<file path="src/sv/uer_pkg.sv">
`timescale 1ns / 1ps

package uer_pkg;

    // Measurement sequencer phases.
    localparam logic [2:0] PH_IDLE  = 3'd0;
    localparam logic [2:0] PH_TLOW  = 3'd1;
    localparam logic [2:0] PH_THIGH = 3'd2;
    localparam logic [2:0] PH_WAIT  = 3'd3;
    localparam logic [2:0] PH_ECHO  = 3'd4;

    // Configuration register indexes.
    localparam logic [1:0] REG_INTERVAL = 2'd0;
    localparam logic [1:0] REG_TIMEOUT  = 2'd1;
    localparam logic [1:0] REG_SPEED    = 2'd2;

    localparam logic [23:0] INTERVAL_RESET = 24'd100000;
    localparam logic [15:0] TIMEOUT_RESET  = 16'd20000;
    localparam logic [15:0] SPEED_RESET    = 16'd2248;

    localparam logic [15:0] TRIG_LOW_TICKS  = 16'd2;
    localparam logic [15:0] TRIG_HIGH_TICKS = 16'd10;
    localparam logic [8:0]  NO_ECHO         = 9'd401;
    localparam logic [8:0]  MAX_DIST        = 9'd400;
    localparam logic [23:0] SINCE_MAX       = 24'hFFFFFF;

    typedef struct packed {
        logic       trigger_level;
        logic [8:0] distance_cm;
        logic       new_measure;
        logic       busy_res;
    } result_t;

endpackage

</file>
<file path="src/sv/ultrasonic_echo_ranger_unit.sv">
`timescale 1ns / 1ps

// Channel   Direction  Handshake               Payload
// in        input      in_valid / in_ready     echo_level
// out       output     out_valid / out_ready   trigger_level, distance_cm, new_measure, busy_res
// cfg       input      cfg_valid / cfg_ready   cfg_index, cfg_data
//
// Each tick transaction is processed in the cycle it is accepted; its result is
// registered and appears on the out channel, so one transaction per cycle is sustained
// while out_ready is high. The sequencer state update and the 16x16 distance multiply
// form the single combinational stage. A two-entry output buffer lets
// one more transaction in while a result is stalled; in_ready drops only when
// both entries are full. Reset restores the register defaults and the idle phase.
module ultrasonic_echo_ranger_unit
(
    input  logic        clk,
    input  logic        rst_n,
    input  logic        in_valid,
    output logic        in_ready,
    input  logic        echo_level,
    output logic        out_valid,
    input  logic        out_ready,
    output logic        trigger_level,
    output logic [8:0]  distance_cm,
    output logic        new_measure,
    output logic        busy_res,
    input  logic        cfg_valid,
    output logic        cfg_ready,
    input  logic [1:0]  cfg_index,
    input  logic [23:0] cfg_data
);
    import uer_pkg::*;

    logic [23:0] interval_reg;
    logic [15:0] timeout_reg;
    logic [15:0] speed_reg;

    logic [2:0]  phase_reg,         phase_next;
    logic [15:0] phase_count_reg,   phase_count_next;
    logic [23:0] since_good_reg,    since_good_next;
    logic [8:0]  last_distance_reg, last_distance_next;

    result_t     res_next;
    result_t     out_data_reg;
    result_t     skid_data_reg;
    logic        out_valid_reg;
    logic        skid_valid_reg;

    logic        accept;
    logic [31:0] product;
    logic [14:0] dist_full;
    logic [8:0]  dist_sat;

    assign cfg_ready = 1'b1;
    assign in_ready  = !skid_valid_reg;
    assign accept    = in_valid && in_ready;

    always_ff @(posedge clk or negedge rst_n)
    begin
        if (!rst_n)
        begin
            interval_reg <= INTERVAL_RESET;
            timeout_reg  <= TIMEOUT_RESET;
            speed_reg    <= SPEED_RESET;
        end
        else if (cfg_valid)
        begin
            case (cfg_index)
                REG_INTERVAL: interval_reg <= cfg_data;
                REG_TIMEOUT:  timeout_reg  <= cfg_data[15:0];
                REG_SPEED:    speed_reg    <= cfg_data[15:0];
                default:      ;
            endcase
        end
    end

    // Width in ticks times speed in Q16, halved and truncated to centimeters.
    assign product   = {16'd0, phase_count_reg} * {16'd0, speed_reg};
    assign dist_full = product[31:17];
    assign dist_sat  = (dist_full > {6'd0, MAX_DIST}) ? MAX_DIST : dist_full[8:0];

    always_comb
    begin
        phase_next         = phase_reg;
        phase_count_next   = phase_count_reg;
        last_distance_next = last_distance_reg;
        since_good_next    = (since_good_reg < SINCE_MAX) ? since_good_reg + 24'd1
                                                          : since_good_reg;
        res_next.trigger_level = 1'b0;
        res_next.new_measure   = 1'b0;
        res_next.busy_res      = (phase_reg != PH_IDLE);

        case (phase_reg)
            PH_TLOW:
            begin
                phase_count_next = phase_count_reg + 16'd1;
                if (phase_count_next >= TRIG_LOW_TICKS)
                begin
                    phase_next       = PH_THIGH;
                    phase_count_next = 16'd0;
                end
            end
            PH_THIGH:
            begin
                res_next.trigger_level = 1'b1;
                phase_count_next = phase_count_reg + 16'd1;
                if (phase_count_next >= TRIG_HIGH_TICKS)
                begin
                    phase_next       = PH_WAIT;
                    phase_count_next = 16'd0;
                end
            end
            PH_WAIT:
            begin
                if (echo_level)
                begin
                    phase_next       = PH_ECHO;
                    phase_count_next = 16'd1;
                end
                else if (phase_count_reg >= timeout_reg)
                begin
                    last_distance_next   = NO_ECHO;
                    res_next.new_measure = 1'b1;
                    phase_next           = PH_IDLE;
                    phase_count_next     = 16'd0;
                end
                else
                begin
                    phase_count_next = phase_count_reg + 16'd1;
                end
            end
            PH_ECHO:
            begin
                if (!echo_level)
                begin
                    last_distance_next   = dist_sat;
                    since_good_next      = 24'd0;
                    res_next.new_measure = 1'b1;
                    phase_next           = PH_IDLE;
                    phase_count_next     = 16'd0;
                end
                else if (phase_count_reg >= timeout_reg)
                begin
                    last_distance_next   = NO_ECHO;
                    res_next.new_measure = 1'b1;
                    phase_next           = PH_IDLE;
                    phase_count_next     = 16'd0;
                end
                else
                begin
                    phase_count_next = phase_count_reg + 16'd1;
                end
            end
            default:
            begin
                phase_next = PH_IDLE;
                if (since_good_next > interval_reg)
                begin
                    phase_next       = PH_TLOW;
                    phase_count_next = 16'd0;
                end
            end
        endcase

        res_next.distance_cm = last_distance_next;
    end

    always_ff @(posedge clk or negedge rst_n)
    begin
        if (!rst_n)
        begin
            phase_reg         <= PH_IDLE;
            phase_count_reg   <= 16'd0;
            since_good_reg    <= 24'd0;
            last_distance_reg <= 9'd0;
        end
        else if (accept)
        begin
            phase_reg         <= phase_next;
            phase_count_reg   <= phase_count_next;
            since_good_reg    <= since_good_next;
            last_distance_reg <= last_distance_next;
        end
    end

    // Output register with a skid entry behind it.
    always_ff @(posedge clk or negedge rst_n)
    begin
        if (!rst_n)
        begin
            out_valid_reg  <= 1'b0;
            skid_valid_reg <= 1'b0;
        end
        else if (out_ready || !out_valid_reg)
        begin
            if (skid_valid_reg)
            begin
                out_valid_reg  <= 1'b1;
                skid_valid_reg <= 1'b0;
            end
            else
            begin
                out_valid_reg <= accept;
            end
        end
        else if (accept)
        begin
            skid_valid_reg <= 1'b1;
        end
    end

    always_ff @(posedge clk)
    begin
        if (out_ready || !out_valid_reg)
        begin
            if (skid_valid_reg)
                out_data_reg <= skid_data_reg;
            else if (accept)
                out_data_reg <= res_next;
        end
        else if (accept)
        begin
            skid_data_reg <= res_next;
        end
    end

    assign out_valid     = out_valid_reg;
    assign trigger_level = out_data_reg.trigger_level;
    assign distance_cm   = out_data_reg.distance_cm;
    assign new_measure   = out_data_reg.new_measure;
    assign busy_res      = out_data_reg.busy_res;

`ifndef NO_ASSERTIONS
    a_skid_behind_out: assert property (@(posedge clk) disable iff (!rst_n)
        skid_valid_reg |-> out_valid_reg)
        else $error("skid entry full while output register empty");

    a_done_is_busy: assert property (@(posedge clk) disable iff (!rst_n)
        out_valid && new_measure |-> busy_res)
        else $error("measurement completed outside a busy phase");

    a_trig_is_busy: assert property (@(posedge clk) disable iff (!rst_n)
        out_valid && trigger_level |-> busy_res && !new_measure)
        else $error("trigger driven outside the trigger phase");

    a_dist_range: assert property (@(posedge clk) disable iff (!rst_n)
        out_valid |-> distance_cm <= NO_ECHO)
        else $error("distance out of range");

    a_count_bound: assert property (@(posedge clk) disable iff (!rst_n)
        (phase_reg == PH_TLOW || phase_reg == PH_THIGH) |-> phase_count_reg < TRIG_HIGH_TICKS)
        else $error("trigger phase counter overran");
`endif

endmodule

</file>
<file path="config.mk">
export PLATFORM = sky130hd
export DESIGN_NAME = ultrasonic_echo_ranger_unit
export DESIGN_NICKNAME = d
export VERILOG_FILES = /design/src/sv/uer_pkg.sv /design/src/sv/ultrasonic_echo_ranger_unit.sv
export SDC_FILE = /design/constraint.sdc
export NUM_CORES = 1
export LEC_CHECK = 0
export BUFFER_PORTS_ARGS = -buffer_cell sky130_fd_sc_hd__buf_2
export CORE_UTILIZATION = 36
export DETAILED_ROUTE_END_ITERATION = 16
export SYNTH_ARGS = -nofsm -noshare
export SYNTH_HDL_FRONTEND = slang
export SYNTH_SLANG_ARGS = --single-unit
</file>
<file path="constraint.sdc">
create_clock -name clk -period 8.2 [get_ports clk]
set_input_delay 0 -clock clk [delete_from_list [all_inputs] [get_ports clk]]
set_output_delay 0 -clock clk [all_outputs]
set_load 0.05 [all_outputs]
</file>
---- Word-level counts from Yosys, hierarchy flattened ----
Index checks and enable logic that the tools add are counted.
word-level totals
  register bits after elaboration ......... 134
  logic and storage cells ................. 83
operators by class
  $add $sub $neg .......................... 2
  $mul .................................... 1
  magnitude comparators ................... 6
  eq/ne operators ......................... 8
  multiplexer cells ....................... 32
  bitwise logic cells ..................... 1
  reductions and logical operators ........ 16
operators by type and width
  kind                   count
  $mux 16                6
  $mux 24                3
  $pmux 16 s4            1
  $mux 9                 4
  $mul 16x16->32         1
  $add 24x1->24 const B  1
  $gt 24x24->1           1
  $lt 24x24->1 const B   1
  $mux 12                2
  $pmux 9 s2             1
  $add 16x1->16 const B  1
  $ge 16x16->1           1
  $ge 16x2->1 const B    1
  $ge 16x4->1 const B    1
  $gt 15x9->1 const B    1
  $mux 3                 5
  $pmux 3 s4             1
  $reduce_and 2->1       6
  $mux 1                 8
  $eq 3x2->1 const B     2
  $reduce_bool 5->1      1
  $ne 2x2->1 const B     2
  $reduce_bool 2->1      2
  $eq 3x1->1 const B     1
  other kinds (11)       12

---- Longest topological paths before layout ----
  depth in word-level cells ............... 7
  depth in mapped cells ................... 27

---- Worst setup path before layout ----
OpenSTA, ideal clock, no wires.
  kind .................................... reg-to-reg
  start point ............................. reg phase_count_reg[6]
  end point ............................... reg out_data_reg (netlist bit distance_cm[0]) (data pin)
  library setup time ...................... 260 ps
  arrival ................................. 6,913 ps
  required time ........................... 7,940 ps
  path slack .............................. 1,027 ps
  stages on the path, launching flop included .. 26
  buffers on the path ..................... 3
  period minus slack after synthesis ...... 7,173 ps
  cell sequence ........................... dfrtp_1 -> clkbuf_1 -> clkbuf_1 -> clkbuf_1 -> nand2_1 -> fa_1 -> inv_1 -> fa_1 -> inv_1 -> fa_1 -> inv_1 -> fa_1 -> fa_1 -> inv_1 -> fa_1 -> inv_1 -> ha_1 -> and4_1 -> and3_1 -> a32o_2 -> o2111a_1 -> a211oi_1 -> nand3_1 -> a311o_2 -> a41o_1 -> mux2_4
between the ends
  longest elaborated chain between the ends .. 7
  elaborated cells between the ends (all ways) .. 10
  classes of those cells .................. mul: 1; order compare: 2; mux: 7
ends and longest elaborated chain
  item                             line                                RTL
  start, declared                  ultrasonic_echo_ranger_unit.sv:39   logic [15:0] phase_count_reg, phase_count_next;
  start signal, assigned           ultrasonic_echo_ranger_unit.sv:180  phase_count_reg <= phase_count_next;
  $mul 16x16->32                   ultrasonic_echo_ranger_unit.sv:78   assign product = {16'd0, phase_count_reg} * {16'd0, speed_reg};
  $gt 15x9->1                      ultrasonic_echo_ranger_unit.sv:80   assign dist_sat = (dist_full > {6'd0, MAX_DIST}) ? MAX_DIST : dist_full[8:0];
  $mux 9                           ultrasonic_echo_ranger_unit.sv:80
  $mux 9                           ultrasonic_echo_ranger_unit.sv:134  if (!echo_level)
  $pmux 9 s2 (*)                   ultrasonic_echo_ranger_unit.sv:93   case (phase_reg)
  named net last_distance_next[0]  ultrasonic_echo_ranger_unit.sv:41   logic [8:0] last_distance_reg, last_distance_next;
  $mux 12 (*)                      ultrasonic_echo_ranger_unit.sv:218  else if (accept)
  $mux 12 (*)                      ultrasonic_echo_ranger_unit.sv:216  if (skid_valid_reg)
  end signal, assigned             ultrasonic_echo_ranger_unit.sv:217  out_data_reg <= skid_data_reg;
  end signal, assigned             ultrasonic_echo_ranger_unit.sv:219  out_data_reg <= res_next;
  end, declared                    ultrasonic_echo_ranger_unit.sv:44   result_t out_data_reg;
Mark *: on every way through the listed nets, which the timed path passes. The rest lies on a longest branch. The select of a mux whose other input is x is not followed.
A chain may end at the register's enable or synchronous reset.

---- Worst setup path after layout ----
  start point ............................. reg phase_count_reg[10]
  end point ............................... reg out_data_reg (netlist bit distance_cm[0]) (data pin)
Same word-level chain as after synthesis.

==> impl_results.md <==
* Final setup violation count at 0
* Syn avg cell area at 9.09 um2
* Crit Path Max Fanout at 19
* Main area contributors after synthesis: fa_1 24%, dfrtp_1 15%, ha_1 11%
* RSZ-0062 raised after global routing: false
* Num CTS Buffers at 17
* Gr ovfl total at 0
* Power Density at 173 mW/mm2
* Critical path cell sequence: nand2_1, fa_1, fa_1, fa_1, inv_1, fa_1, fa_1, inv_1, fa_1, inv_1, ha_1, a21oi_1, o21ai_0, a311oi_2, o41ai_2, xnor2_1, a41o_1, a311o_2, a41o_1, mux2_4
* Wire length on met2 at ~21000 um
* Post-CTS setup buffers at 0
* Fin. max-slew vios at 0
* Top Ports at 47
* Die ar. at 0.0459 mm2
* Post-synth EDFFs at 24
* Worst path slowest cell: dfrtp_1
* Synth top area share at a little under a quarter
* Max Clock Skew at 0.0150 ns
* CP most frequent cell: fa_1
* CTS tree: built
* Vias in the first global route at 13300
* Detailed Place HPWL at 32500 um
* Top Metal Used: met4
* Hold Buf Count CTS at 29
* Worst setup EP type: flip-flop
* Max-cap viol count at 0
* Antenna violations before repair at 0
* DRT iter0 DRCs at 700
* Sink Count at around 130
* Fin crit share at 90.9%
* Die width at roughly 210 um
* Antenna cells at 0
* Critical path launch point type: flip-flop
* Final ANT Viol Nets at 0
* CTS Root Cell: clkbuf_16
* Final min period at 7.45 ns
* Post-synth top area cell: fa_1
* Number of port buffers at between 40 and 50
* Core Rows at 77
* Critical path required time at 8.38 ns
* Count of final hold-check violations at 0
* Die height at 214 um
* Syn_nets at approximately 2200
* Routability cong. at 0.839
* Clock transition at the registers of the reported paths at 0.07 ns
* Gr usage total at 19.0%
* Async SR Flop Fraction at between 80 and 90%
* WL met3 at about 1600 um
* Metal1 wirelength at 18200 um
* Largest stage delay, worst path at 0.91 ns
* Largest net degree at the start of global routing at 69
* P_leak at 8.66 nW
* Final nets at roughly 2200
* Actual slew at the worst max-slew pin at 1.08 ns
* Number of distinct library cells after synthesis at 89
* Leading cell type by number of instances after synthesis: inv_1
* Synth top cells by count: 285 x inv_1, 234 x nand2_1, 193 x fa_1, 144 x ha_1, 121 x and2_1
* End-of-flow core utilization at 40.4%
* Max Freq at 134 MHz
* Routed len/inst at around 17 um
* Area of the core at between 0.04 and 0.05 mm2
* Initial DRT Pass Iterations at 5
* Mapped Cells at 1782
* Share of layout cells above drive strength 1 at 10.4%
* Max clock buf depth at 2
* VDD IR max at 0.140 mV
* Warnings from Yosys at 0
* WL final at 41500 um
* Crit path DAT at 7.63 ns
* Setup TNS at 0 ns
* Kind of critical path: flip-flop to flip-flop
* # DRC at 0
* Cts repair resizes at 0
* Vias/cell at roughly 5.2
* R2r setup slk at 0.75 ns
* Register area at approximately 0.0035 mm2
* Post-synthesis sequential area ratio at a little over a fifth
* Relative slew slack at 27.9%
* Area Overhead vs Synth at 10.4%
* H-tree Lvls at 4
* Worst-Skew Late Latency at 0.43 ns
* Fillers at ~4400
* Syn Std Cell Area at roughly 0.016 mm2
* Post-synth top flop: dfrtp_1
* Global-route wire length before repair at 69400 um
* Outcome: finished clean
* DR vias at roughly 13000
* Hold Crit Class: input port to async pin
* Initial Util at 36.6%
* Synthesized flop and latch total at 134
* Area of the multi-input gates at 0.0113 mm2
routing by layer:
layer  track usage [%]  vias up
met3              2.40       62
met1              24.3     6284
met5                 0        -
met2              33.3      280
met4              5.83        0
li1                  -     5906
worst max-delay path: cells and delay by family, from the launching register on:
family                   cells  cell delay (ns)
flip-flops                   1             0.91
multiplexers                 1             0.26
buffers and inverters        3             0.16
AND/OR/NAND/NOR              1             0.16
adder cells (fa/ha/maj)      7             3.45
XOR/XNOR                     1             0.22
AO/OA/AOI/OAI                7             2.03
area by class of cell:
| cell class | instances | area share (%) |
|---|---|---|
| Timing Repair Buffer | 101 | 4.03 |
| Inverter | 286 | 6.00 |
| Multi-Input combinational cell | 1272 | 63.0 |
| Tap cell | 592 | 4.14 |
| Clock buffer | 17 | 2.38 |
| Sequential cell | 134 | 19.5 |
| Clock inverter | 15 | 0.937 |
path summary, 6_finish.rpt:
kind,cells past startpoint,from,to
setup / recovery,20,phase_count_reg[10],distance_cm[0]
hold / removal,2,rst_n,since_good_reg[21]
setup reg to reg,20,phase_count_reg[10],distance_cm[0]
hold reg to reg,1,timeout_reg[12],timeout_reg[12]
max in group asynchronous,3,rst_n,timeout_reg[7]
min in group clk,5,cfg_index[0],interval_reg[16]
where the power goes:
part           switching [mW]  internal [mW]
Combinational           0.774          0.509
Clock                   0.336          0.457
Sequential              0.202          0.819
Total                    1.31           1.78
cell usage in the layout, fill, tap and decap left out, types with 8 or more instances in the layout:
master and count:
inv_1 285, nand2_1 234, fa_1 193, ha_1 144, and2_1 121, dfrtp_1 95, o21ai_0 83, nor2_1 69
a21oi_1 64, buf_2 44, mux2_2 37, nand4_1 30, dlygate4sd3_1 29, buf_4 28, xnor2_1 24, edfxtp_1 24
nand3_1 23, a21o_1 23, a31oi_1 23, clkbuf_16 17, nor3_1 15, dfstp_2 15, a22o_1 14, xor2_1 13
and3_1 12, nor4_1 10, a41oi_1 9, nand2b_1 8, nor2b_1 8, and4_1 8
stage by stage:
stage | hold slack (ns) | std cells | instance area, um2 | setup slack, ns | power (mW)
2_1_floorplan | -0.296 | 1782 | 16200 | 1.03 | 1.92
3_3_place_gp | 0.0452 | 2356 | 17000 | 0.809 | 2.28
3_5_place_dp | 0.0393 | 2356 | 17000 | 0.759 | 2.31
4_1_cts | 0.111 | 2417 | 17900 | 0.729 | 3.13
5_1_grt | 0.160 | 2417 | 17900 | 0.253 | 3.36
6_report | 0.0986 | 2417 | 17900 | 0.750 | 3.10
cell families (layout without fill, tap and decap cells):
group                      after synthesis  in the layout  share of synthesized area, %
xor gates and xnor gates                37             37                          2.00
buffers and inverters                  376            419                          8.94
muxes                                   43             43                          3.00
and+or+nand+nor                        559            559                          17.2
other                                    1              1                        0.0231
DFF                                    134            134                          21.6
adders and majority gates              337            337                          35.0
AOI/OAI and AO/OA                      295            295                          12.3
Power figures use the tool's default switching activity.
